--- config.mk ---
export PLATFORM = sky130hd
export DESIGN_NAME = sliding_window_rate_meter_core
export DESIGN_NICKNAME = d
export VERILOG_FILES = /design/src/rtl/core/swrm_pkg.sv /design/src/rtl/core/swrm_ring.sv /design/src/rtl/core/sliding_window_rate_meter_core.sv
export SDC_FILE = /design/constraint.sdc
export NUM_CORES = 1
export LEC_CHECK = 0
export ABC_CLOCK_PERIOD_IN_PS = 13000
export BUFFER_PORTS_ARGS = -buffer_cell sky130_fd_sc_hd__buf_2
export CAP_MARGIN = 20
export CORE_MARGIN = 3
export CORE_UTILIZATION = 52
export DETAILED_ROUTE_END_ITERATION = 10
export MAX_ROUTING_LAYER = met4
export PLACE_DENSITY = 0.68
export SLEW_MARGIN = 15
export SYNTH_ARGS = -nofsm -noshare
export SYNTH_HDL_FRONTEND = slang
export SYNTH_HIERARCHICAL = 1
export SYNTH_SLANG_ARGS = --single-unit
export TNS_END_PERCENT = 100
--- constraint.sdc ---
create_clock -name i_clk -period 13 [get_ports i_clk]
set_input_delay 1.3 -clock i_clk [delete_from_list [all_inputs] [get_ports i_clk]]
set_output_delay 1.3 -clock i_clk [all_outputs]
set_load 0.03 [all_outputs]
--- src/rtl/core/swrm_pkg.sv ---
`timescale 1ns / 1ps
`default_nettype none
// ----------------------------------------------------------------------------
// swrm_pkg
// Shared types and constants for the sliding window event rate meter.
// ----------------------------------------------------------------------------
package swrm_pkg;

    localparam int MAX_WINDOW_DEF = 16;
    localparam int TIME_W         = 48;
    localparam int RATE_W         = 32;
    localparam int WLEN_W         = 5;
    localparam int SCALE_W        = 28;

    localparam logic [WLEN_W-1:0]  WLEN_RESET  = 5'd16;
    localparam logic [SCALE_W-1:0] US_PER_S_Q8 = 28'd256000000;
    localparam logic [RATE_W-1:0]  RATE_MAX    = 32'hFFFF_FFFF;

    typedef enum logic [3:0] {
        S_IDLE = 4'b0001,
        S_SPAN = 4'b0010,
        S_DIV  = 4'b0100,
        S_DONE = 4'b1000
    } t_state;

endpackage : swrm_pkg
`default_nettype wire

--- src/rtl/core/swrm_ring.sv ---
`timescale 1ns / 1ps
`default_nettype none
// ----------------------------------------------------------------------------
// swrm_ring
// Timestamp ring: one write port, one read port with registered read data.
// ----------------------------------------------------------------------------
module swrm_ring #(
    parameter int DEPTH = 16,
    parameter int AW    = 4,
    parameter int DW    = 48
) (
    input  wire logic          i_clk,
    input  wire logic          i_we,
    input  wire logic [AW-1:0] i_waddr,
    input  wire logic [DW-1:0] i_wdata,
    input  wire logic          i_re,
    input  wire logic [AW-1:0] i_raddr,
    output logic      [DW-1:0] o_rdata
);

    logic [DW-1:0] r_mem [DEPTH];

    always_ff @(posedge i_clk) begin
        if (i_we) begin
            r_mem[i_waddr] <= i_wdata;
        end
    end

    always_ff @(posedge i_clk) begin
        if (i_re) begin
            o_rdata <= r_mem[i_raddr];
        end
    end

endmodule : swrm_ring
`default_nettype wire

--- src/rtl/core/sliding_window_rate_meter_core.sv ---
// A non-full window skips to S_DONE and a zero span skips the division; otherwise the result
//   comes from the restoring divider, which retires one quotient bit per cycle.
// A new event is not taken before the last one's result is registered; input is held off meanwhile.
// Output register decouples the sides: the next transfer is taken while a result waits.
// Reset (sync, active low): window length 16 (clamped to MAX_WINDOW), window empty.
// A window length write restarts the window; ring contents are not cleared.
`timescale 1ns / 1ps
`default_nettype none
// ----------------------------------------------------------------------------
// sliding_window_rate_meter_core
// Event rate over a ring of recent timestamps, Q24.8 events per second.
// ----------------------------------------------------------------------------
module sliding_window_rate_meter_core
    import swrm_pkg::*;
#(
    parameter int MAX_WINDOW = MAX_WINDOW_DEF
) (
    input  wire logic              i_clk,
    input  wire logic              i_rst_n,
    input  wire logic              i_cfg_we,
    input  wire logic [WLEN_W-1:0] i_cfg_wdata,  // window_len
    input  wire logic              i_s_tvalid,
    output logic                   o_s_tready,
    input  wire logic [TIME_W-1:0] i_s_tdata,    // [47:0] event_time_us
    output logic                   o_m_tvalid,
    input  wire logic              i_m_tready,
    output logic      [RATE_W-1:0] o_m_tdata,    // [31:0] rate_q8
    output logic                   o_m_tuser     // [0] rate_valid
);

    localparam int      PTR_W   = $clog2(MAX_WINDOW);
    localparam int      WL_W    = $clog2(MAX_WINDOW + 1);
    localparam int      OFS_W   = PTR_W + 1;
    localparam longint  NUM_MAX = 64'(MAX_WINDOW - 1) * 64'(US_PER_S_Q8);
    localparam int      NUM_W   = $clog2(NUM_MAX + 1);
    localparam int      Q_W     = (NUM_W > RATE_W) ? NUM_W : RATE_W;
    localparam int      CNT_W   = $clog2(NUM_W);

    function automatic logic [WL_W-1:0] clamp_window(input logic [WLEN_W-1:0] v);
        int n;
        n = int'(v);
        if (n < 2) begin
            n = 2;
        end else if (n > MAX_WINDOW) begin
            n = MAX_WINDOW;
        end
        return WL_W'(n);
    endfunction

    t_state              r_state, n_state;
    logic [WL_W-1:0]     r_wl;
    logic [WL_W-1:0]     r_es, n_es;
    logic [PTR_W-1:0]    r_wp, n_wp;
    logic [TIME_W-1:0]   r_now;
    logic [TIME_W-1:0]   r_span;
    logic [TIME_W-1:0]   r_rem;
    logic [NUM_W-1:0]    r_num;
    logic [CNT_W-1:0]    r_cnt;
    logic                r_full;
    logic                r_zero;
    logic                r_m_valid;
    logic [RATE_W-1:0]   r_m_rate;
    logic                r_m_flag;

    logic                s_xfer;
    logic [TIME_W-1:0]   rd_data;
    logic [OFS_W-1:0]    ofs_diff;
    logic [PTR_W-1:0]    oldest;
    logic [TIME_W:0]     rem_sh;
    logic [TIME_W:0]     sub_a, sub_b, sub_d;
    logic                ge;
    logic [Q_W-1:0]      q_ext;
    logic [RATE_W-1:0]   rate;
    logic                out_free;

    assign o_s_tready = (r_state == S_IDLE);
    assign s_xfer     = i_s_tvalid && o_s_tready;
    assign out_free   = !r_m_valid || i_m_tready;

    assign n_wp = (r_wp == PTR_W'(MAX_WINDOW - 1)) ? '0 : r_wp + 1'b1;
    assign n_es = (r_es < r_wl) ? r_es + 1'b1 : r_es;

    // oldest = (newest - (window_len - 1)) mod MAX_WINDOW
    always_comb begin
        ofs_diff = OFS_W'(r_wp) - OFS_W'(r_wl - 1'b1);
        if (ofs_diff[OFS_W-1]) begin
            ofs_diff = ofs_diff + OFS_W'(MAX_WINDOW);
        end
        oldest = ofs_diff[PTR_W-1:0];
    end

    swrm_ring #(
        .DEPTH (MAX_WINDOW),
        .AW    (PTR_W),
        .DW    (TIME_W)
    ) u_ring (
        .i_clk   (i_clk),
        .i_we    (s_xfer),
        .i_waddr (r_wp),
        .i_wdata (i_s_tdata),
        .i_re    (s_xfer),
        .i_raddr (oldest),
        .o_rdata (rd_data)
    );

    // Shared subtractor: span in S_SPAN, trial subtract in S_DIV
    assign rem_sh = {r_rem, r_num[NUM_W-1]};
    always_comb begin
        if (r_state == S_DIV) begin
            sub_a = rem_sh;
            sub_b = {1'b0, r_span};
        end else begin
            sub_a = {1'b0, r_now};
            sub_b = {1'b0, rd_data};
        end
        sub_d = sub_a - sub_b;
    end
    assign ge = !sub_d[TIME_W];

    assign q_ext = Q_W'(r_num);
    always_comb begin
        if (!r_full) begin
            rate = '0;
        end else if (r_zero || (|(q_ext >> RATE_W))) begin
            rate = RATE_MAX;
        end else begin
            rate = q_ext[RATE_W-1:0];
        end
    end

    always_comb begin
        n_state = r_state;
        case (r_state)
            S_IDLE: begin
                if (s_xfer) begin
                    n_state = (n_es >= r_wl) ? S_SPAN : S_DONE;
                end
            end
            S_SPAN: begin
                n_state = (sub_d[TIME_W-1:0] == '0) ? S_DONE : S_DIV;
            end
            S_DIV: begin
                if (r_cnt == '0) begin
                    n_state = S_DONE;
                end
            end
            S_DONE: begin
                if (out_free) begin
                    n_state = S_IDLE;
                end
            end
            default: n_state = S_IDLE;
        endcase
    end

    always_ff @(posedge i_clk) begin
        if (!i_rst_n) begin
            r_state   <= S_IDLE;
            r_wl      <= clamp_window(WLEN_RESET);
            r_es      <= '0;
            r_wp      <= '0;
            r_m_valid <= 1'b0;
        end else begin
            r_state <= n_state;
            if (i_cfg_we) begin
                r_wl <= clamp_window(i_cfg_wdata);
                r_es <= '0;
                r_wp <= '0;
            end else if (s_xfer) begin
                r_es <= n_es;
                r_wp <= n_wp;
            end
            if (r_state == S_DONE && out_free) begin
                r_m_valid <= 1'b1;
            end else if (i_m_tready) begin
                r_m_valid <= 1'b0;
            end
        end
    end

    always_ff @(posedge i_clk) begin
        case (r_state)
            S_IDLE: begin
                if (s_xfer) begin
                    r_now  <= i_s_tdata;
                    r_full <= (n_es >= r_wl);
                    r_zero <= 1'b0;
                    r_num  <= NUM_W'(64'(r_wl - 1'b1) * 64'(US_PER_S_Q8));
                end
            end
            S_SPAN: begin
                r_span <= sub_d[TIME_W-1:0];
                r_zero <= (sub_d[TIME_W-1:0] == '0);
                r_rem  <= '0;
                r_cnt  <= CNT_W'(NUM_W - 1);
            end
            S_DIV: begin
                r_rem <= ge ? sub_d[TIME_W-1:0] : rem_sh[TIME_W-1:0];
                r_num <= {r_num[NUM_W-2:0], ge};
                r_cnt <= r_cnt - 1'b1;
            end
            S_DONE: begin
                if (out_free) begin
                    r_m_rate <= rate;
                    r_m_flag <= r_full;
                end
            end
            default: ;
        endcase
    end

    assign o_m_tvalid = r_m_valid;
    assign o_m_tdata  = r_m_rate;
    assign o_m_tuser  = r_m_flag;

`ifndef SYNTHESIS
    a_busy_after_xfer: assert property (@(posedge i_clk) disable iff (!i_rst_n)
        s_xfer |=> !o_s_tready)
        else $error("input taken while previous transfer in progress");

    a_seen_bounded: assert property (@(posedge i_clk) disable iff (!i_rst_n)
        r_es <= r_wl)
        else $error("event count exceeds window length");

    a_partial_zero: assert property (@(posedge i_clk) disable iff (!i_rst_n)
        (o_m_tvalid && !o_m_tuser) |-> (o_m_tdata == '0))
        else $error("nonzero rate for partial window");

    a_div_nonzero: assert property (@(posedge i_clk) disable iff (!i_rst_n)
        (r_state == S_DIV) |-> (r_span != '0 && r_full))
        else $error("divider running on zero span or partial window");
`endif

endmodule : sliding_window_rate_meter_core
`default_nettype wire

# Yosys cells after proc, flatten, opt, wreduce, memory -nomap -nowiden
# Memories as Yosys holds them, arrays and structs flattened. A register that Yosys moved wholly into a read port is not among the register bits.
# Index checks and enable logic that the tools add are counted.
word_totals:
  elab_cells: 79
  register_bits: 235
  mem_bits_rw: 768
  input_bits: 58
  memories: 1
  output_inout_bits: 35
mem_list:
  columns: ["memory", "depth", "word_bits", "rd", "rd_clocked_by_memory_dff", "wr", "line", "rtl"]
  rows:
  - ["u_ring.r_mem", 16, 48, 1, 1, 1, "swrm_ring.sv:21", "logic [DW-1:0] r_mem [DEPTH];"]
classes:
  addsub: 8
  order_cmp: 4
  n_mul: 1
  mux: 25
  eq_ne: 8
  bitwise_logic: 1
  n_reduce_logical: 17
op_table:
  columns: ["cell", "n"]
  rows:
  - ["$mux W48", 2]
  - ["$pmux W48 S2", 1]
  - ["$mul A64 B14 Y18 const B", 1]
  - ["$mux W32", 2]
  - ["$pmux W32 S2", 1]
  - ["$mux W49", 1]
  - ["$sub A49 B49 Y49", 1]
  - ["$logic_not A48 Y1", 1]
  - ["$mux W4", 7]
  - ["$pmux W4 S4", 1]
  - ["$mux W5", 3]
  - ["$pmux W5 S2", 1]
  - ["$sub A5 B1 Y5 const B", 2]
  - ["$add A4 B1 Y4 const B", 2]
  - ["$eq A4 B4 Y1 const B", 2]
  - ["$reduce_and A2 Y1", 4]
  - ["$reduce_bool A2 Y1", 4]
  - ["$sub A5 B1 Y6 const B", 1]
  - ["$add A5 B1 Y5 const B", 1]
  - ["$ge A5 B5 Y1", 1]
  - ["$gt A5 B5 Y1 const B", 1]
  - ["$logic_not A5 Y1", 1]
  - ["$lt A5 B2 Y1 const B", 1]
  - ["$lt A5 B5 Y1", 1]
  - ["other kinds (14)", 21]

# Logic depth before layout (Yosys ltp)
logic_depth:
  depth_word: 6
  ltp_mapped: 21
  mapped_depth_nobuf: 21

# Modules after synthesis
# Netlist, hierarchy kept.
by_module_without_submodules:
  columns: ["module", "n_inst", "cells_each", "seq_area_each_um2", "area_each_um2"]
  rows:
  - ["swrm_ring", 1, 1242, 24503.5, 30171.4]
  - ["sliding_window_rate_meter_core", 1, 1461, 6866.6, 14749.1]

# Worst setup path after synthesis
# No wires, ideal clock.
synth_path:
  kind: "input to register"
  from: "input i_s_tvalid"
  to: "memory u_ring.r_mem[0][0], enable pin"
  required_ns: 12.487
  arrival_ns: 7.367
  path_slack_ns: 5.120
  setup_ns: 0.513
  stages: 4
  n_path_buf: 0
  cell_sequence: "nand2_1 -> inv_1 -> or3b_2 -> nor3_1"
synth_between:
  elab_chain_len: 3
synth_rtl:
  columns: ["item", "line", "rtl"]
  rows:
  - ["start: declaration", "sliding_window_rate_meter_core.sv:22", "input wire logic i_s_tvalid,"]
  - ["$logic_and A1 B1 Y1", "sliding_window_rate_meter_core.sv:77", "assign s_xfer = i_s_tvalid && o_s_tready;"]
  - ["via s_xfer", "sliding_window_rate_meter_core.sv:65", "logic s_xfer;"]
  - ["$mux W1", "swrm_ring.sv:24", "if (i_we) begin"]
  - ["$mux W1 (implied by the code)", "swrm_ring.sv:25", "r_mem[i_waddr] <= i_wdata;"]
  - ["end: declaration", "swrm_ring.sv:21", null]
# The timed path passes the listed nets, and every way through them passes these cells.

# Final worst setup path
layout_path:
  from: "register r_wl[0]"
  to: "register r_num[31] (netlist: q_ext[31]) (data pin)"
layout_between:
  elab_chain_len: 4
layout_rtl:
  columns: ["item", "line", "rtl"]
  rows:
  - ["start: declaration", "sliding_window_rate_meter_core.sv:51", "logic [WL_W-1:0] r_wl;"]
  - ["start signal: assignment", "sliding_window_rate_meter_core.sv:159", "r_wl <= clamp_window(WLEN_RESET);"]
  - ["start signal: assignment", "sliding_window_rate_meter_core.sv:166", "r_wl <= clamp_window(i_cfg_wdata);"]
  - ["$sub A5 B1 Y6", "sliding_window_rate_meter_core.sv:188", "r_num <= NUM_W'(64'(r_wl - 1'b1) * 64'(US_PER_S_Q8));"]
  - ["$mul A64 B14 Y18", "sliding_window_rate_meter_core.sv:188", null]
  - ["$mux W32", "sliding_window_rate_meter_core.sv:184", "if (s_xfer) begin"]
  - ["$pmux W32 S2", "sliding_window_rate_meter_core.sv:182", "case (r_state)"]
  - ["end signal: assignment", "sliding_window_rate_meter_core.sv:188", null]
  - ["end signal: assignment", "sliding_window_rate_meter_core.sv:199", "r_num <= {r_num[NUM_W-2:0], ge};"]
  - ["end: declaration", "sliding_window_rate_meter_core.sv:57", "logic [NUM_W-1:0] r_num;"]
# No other way between the ends. The select of a mux whose other input is x is not followed.
# A chain may end at the register's enable or synchronous reset.

==> results.yml <==
route:
  drtIter0Drc: 2157
  drc: 0
  avgRoutedWirePerCell_um: 25.41
  firstDrtPassIters: 6
  vias: 24830
  wl_mm: 103.3
  ant_nets: 0
  viasPerCell: 6.108
global_route:
  antenna_found_initial: 6
  overflow: 0
  grt_pass1_wl_mm: 157.3
  grt_pass1_vias: 25300
  track_usage: 0.2398
  grt_max_degree: 65
floorplanning:
  pin_count: 93
  core-area_um2: 85410
  fp-row-count: 107
  die_area_um2: 89950
  die_h_um: 299.9
  die_width_um: 299.9
  start_util: 0.5259
clock_tree:
  cts_hold_buf: 0
  htreeDepth: 3
  cts_buffer_depth: 3
  cts-root-buf: "clkbuf_16"
  cts.sinks: 1051
  cts_made_buffers: 106
  cts_setup_buffers: 0
  cts_tree: "yes"
  clk_pin_slew_ns: 0.06
  clk_latency_ns: 0.68
  cts_resized: 0
layout:
  drive_gt1_frac: 0.1868
  finalNetCount: 3012
  multiInputGateArea_um2: 12950
  seq_area_um2: 31370
  syn2layout_area_growth_pct: 12.15
  num-fill-cells: 6383
  final_core_util: 0.5898
timing:
  setup_tns_ns: 0
  min_period_over_period: 0.4844
  tightest_slew_ns: 1.164
  fmax_mhz: 158.8
  period_needed_ns: 6.297
  final-setup-viol-count: 0
  slew_viol_final: 0
  finalHoldViolCount: 0
  whs_ns: 0.5414
  setup_ws_ns: 6.703
  rsz0062_at_grt: "no"
  timing.slew.headroom: 0.2223
  skew_ns: 0.03839
critical_path:
  arrival_ns: 6.67
  worst-setup-path-type: "reg2reg"
  ff2ff_setup_slack_ns: 6.70
  startpoint_type: "register"
  cp.required_ns: 13.38
  crit_fanout: 7
  endpoint_kind: "register"
run_status:
  status: "complete, no violations"
power_and_ir_drop:
  irDropWorstVdd_mv: 0.1171
  clockPowerShare: 0.344
  leakage_uw: 0.01694
  p_sw_uw: 2448
  power_density_nw_per_um2: 175.2
  p_comb_frac: 0.203
  p_int_uw: 6380
  switching_share: 0.2773
  p_seq_frac: 0.453
  finalPower_uw: 8828
yosys:
  async_reset_ff_frac: 0
  synthFlopType: "edfxtp_1"
  synth-warning-count: 6
  syn_nets: 2888
  syn-instance-count: 2703
  synth.cell_area_um2: 44920
  ys_ff_latch: 1051
  syn_avg_cell_area_um2: 16.62
  seq_area_frac_synth: 0.6983
  synth_cell_types: 87
  synth_edf_count: 1032
flow_run:
  cap_violations: 0
placed_design:
  io_buffers: 92
  gp_congestion: 0.9267
  dpl.hpwl_mm: 60.36
  place_ws_ns: 6.725
min_path:
  hold_path_class: "reg2reg"
## power by group through the flow
stage	Combinational [uW]	Clock (uW)	Sequential, uW
after global routing	2000	3240	4010
final	1800	3030	4000
after global placement	1770	0	4070
after detailed placement	1790	0	4070
after CTS	1800	3100	4000
after floorplan	1300	0	4050
## worst max-delay path: stages, from the launching register on
cell and delay, ns:
dfxtp_1 0.49, inv_1 0.25, ha_1 0.30, xnor2_1 0.48
inv_1 0.25, ha_1 0.39, xnor2_1 0.16, fa_1 0.56
inv_1 0.05, fa_1 0.56, fa_1 0.43, ha_1 0.29
inv_1 0.05, fa_1 0.49, inv_1 0.05, ha_1 0.21
or3_1 0.39, o21a_1 0.19, a21oi_1 0.16, xnor2_1 0.15
a21oi_1 0.09
## flip-flops by register name, summed over array words and instances (netlist names)
register,flops
o_m_tuser,1
q_ext,32
r_now,48
r_rem,48
r_state,4
r_span,48
u_ring/o_rdata,48
r_es,5
r_cnt,5
r_zero,1
r_wp,4
u_ring/r_mem,768
o_m_tvalid,1
r_full,1
o_m_tdata,32
r_wl,5
## layout by cell type (no fill, tap or decap), types with 6 or more instances in the layout
master | netlist | layout
nor3_1 | 27 | 23
nand4_1 | 18 | 18
inv_1 | 68 | 66
inv_6 | 0 | 7
nand2_1 | 355 | 354
nor4_1 | 14 | 14
clkbuf_1 | 66 | 12
ha_1 | 106 | 104
a211oi_1 | 10 | 10
xnor2_1 | 54 | 53
a31oi_1 | 6 | 6
clkinvlp_4 | 0 | 13
nand3b_1 | 8 | 8
clkinv_2 | 0 | 18
mux4_2 | 192 | 192
o21ai_0 | 43 | 43
clkbuf_16 | 0 | 109
nand3_1 | 14 | 14
o31ai_1 | 6 | 6
xor2_1 | 33 | 32
fa_1 | 21 | 21
mux2i_1 | 49 | 49
and2_1 | 19 | 18
dfxtp_1 | 19 | 19
buf_4 | 18 | 41
nor2_4 | 0 | 13
nor2_1 | 94 | 81
clkinv_1 | 1 | 24
o21bai_1 | 8 | 8
bufinv_16 | 0 | 11
nand2b_1 | 15 | 15
edfxtp_1 | 1032 | 1032
o21a_1 | 37 | 37
a22oi_1 | 97 | 97
nor2b_1 | 11 | 8
a21oi_1 | 122 | 122
or3_1 | 9 | 9
buf_2 | 16 | 92
a21o_1 | 20 | 20
## metrics by stage
step,area [um2],cells
after floorplan,44920,2703
after global placement,46780,3860
after detailed placement,46840,3862
after CTS,50350,4060
after global routing,50380,4065
final,50380,4065
## cells in the mapped netlist, drive strengths merged (11+ instances only)
cell type  count  area (um2)
a211oi        12       107.6
a21o          20       150.1
a21oi        123       619.4
a22oi         97       728.2
and2          20       127.6
buf           54       290.3
clkbuf        66       247.7
dfxtp         19       380.4
edfxtp      1032       30990
fa            21       420.4
ha           106        1326
inv           68       255.2
mux2i         49       490.5
mux4         192        4324
nand2        355        1333
nand2b        15       93.84
nand3         14       70.07
nand4         18       112.6
nor2          94       352.8
nor2b         11       68.82
nor3          28       145.1
nor4          15       100.1
o21a          37       277.8
o21ai         47       239.0
xnor2         54       473.0
xor2          33       289.0
## cells by family after synthesis
group / after synthesis / share of synthesized area
AOI/OAI and AO/OA: 396 / 0.06003
and+or+nand+nor: 611 / 0.06061
DFF: 1051 / 0.6983
adders and majority gates: 127 / 0.03888
muxes: 242 / 0.1074
buffers and inverters: 189 / 0.01774
xor gates and xnor gates: 87 / 0.01696
## per-layer routing
| layer | global-route usage | share of wire | up-vias |
|---|---|---|---|
| li1 | - | - | 10840 |
| met1 | 0.3338 | 0.42 | 12820 |
| met2 | 0.3709 | 0.48 | 982 |
| met3 | 0.03553 | 0.070 | 187 |
| met4 | 0.07619 | 0.025 | 0 |
| met5 | - | 0 | - |
## final timing paths
path | start | to | depth (start not counted)
worst min-delay path | q_ext[16] | q_ext[17] | 2
worst max-delay path | r_wl[0] | q_ext[31] | 20
worst min register to register | q_ext[16] | q_ext[17] | 2
worst max register to register | r_wl[0] | q_ext[31] | 20
## final cells by class
type / count / share of cell area
multi-input cells: 1463 / 0.2571
repair buffers: 136 / 0.01674
flip-flops and latches: 1051 / 0.6227
clock buffers: 121 / 0.05504
clock inverters: 77 / 0.01465
diodes: 4 / 0.0001987
well taps: 1144 / 0.02841
inverters: 69 / 0.005191
Power figures use the tool's default switching activity.
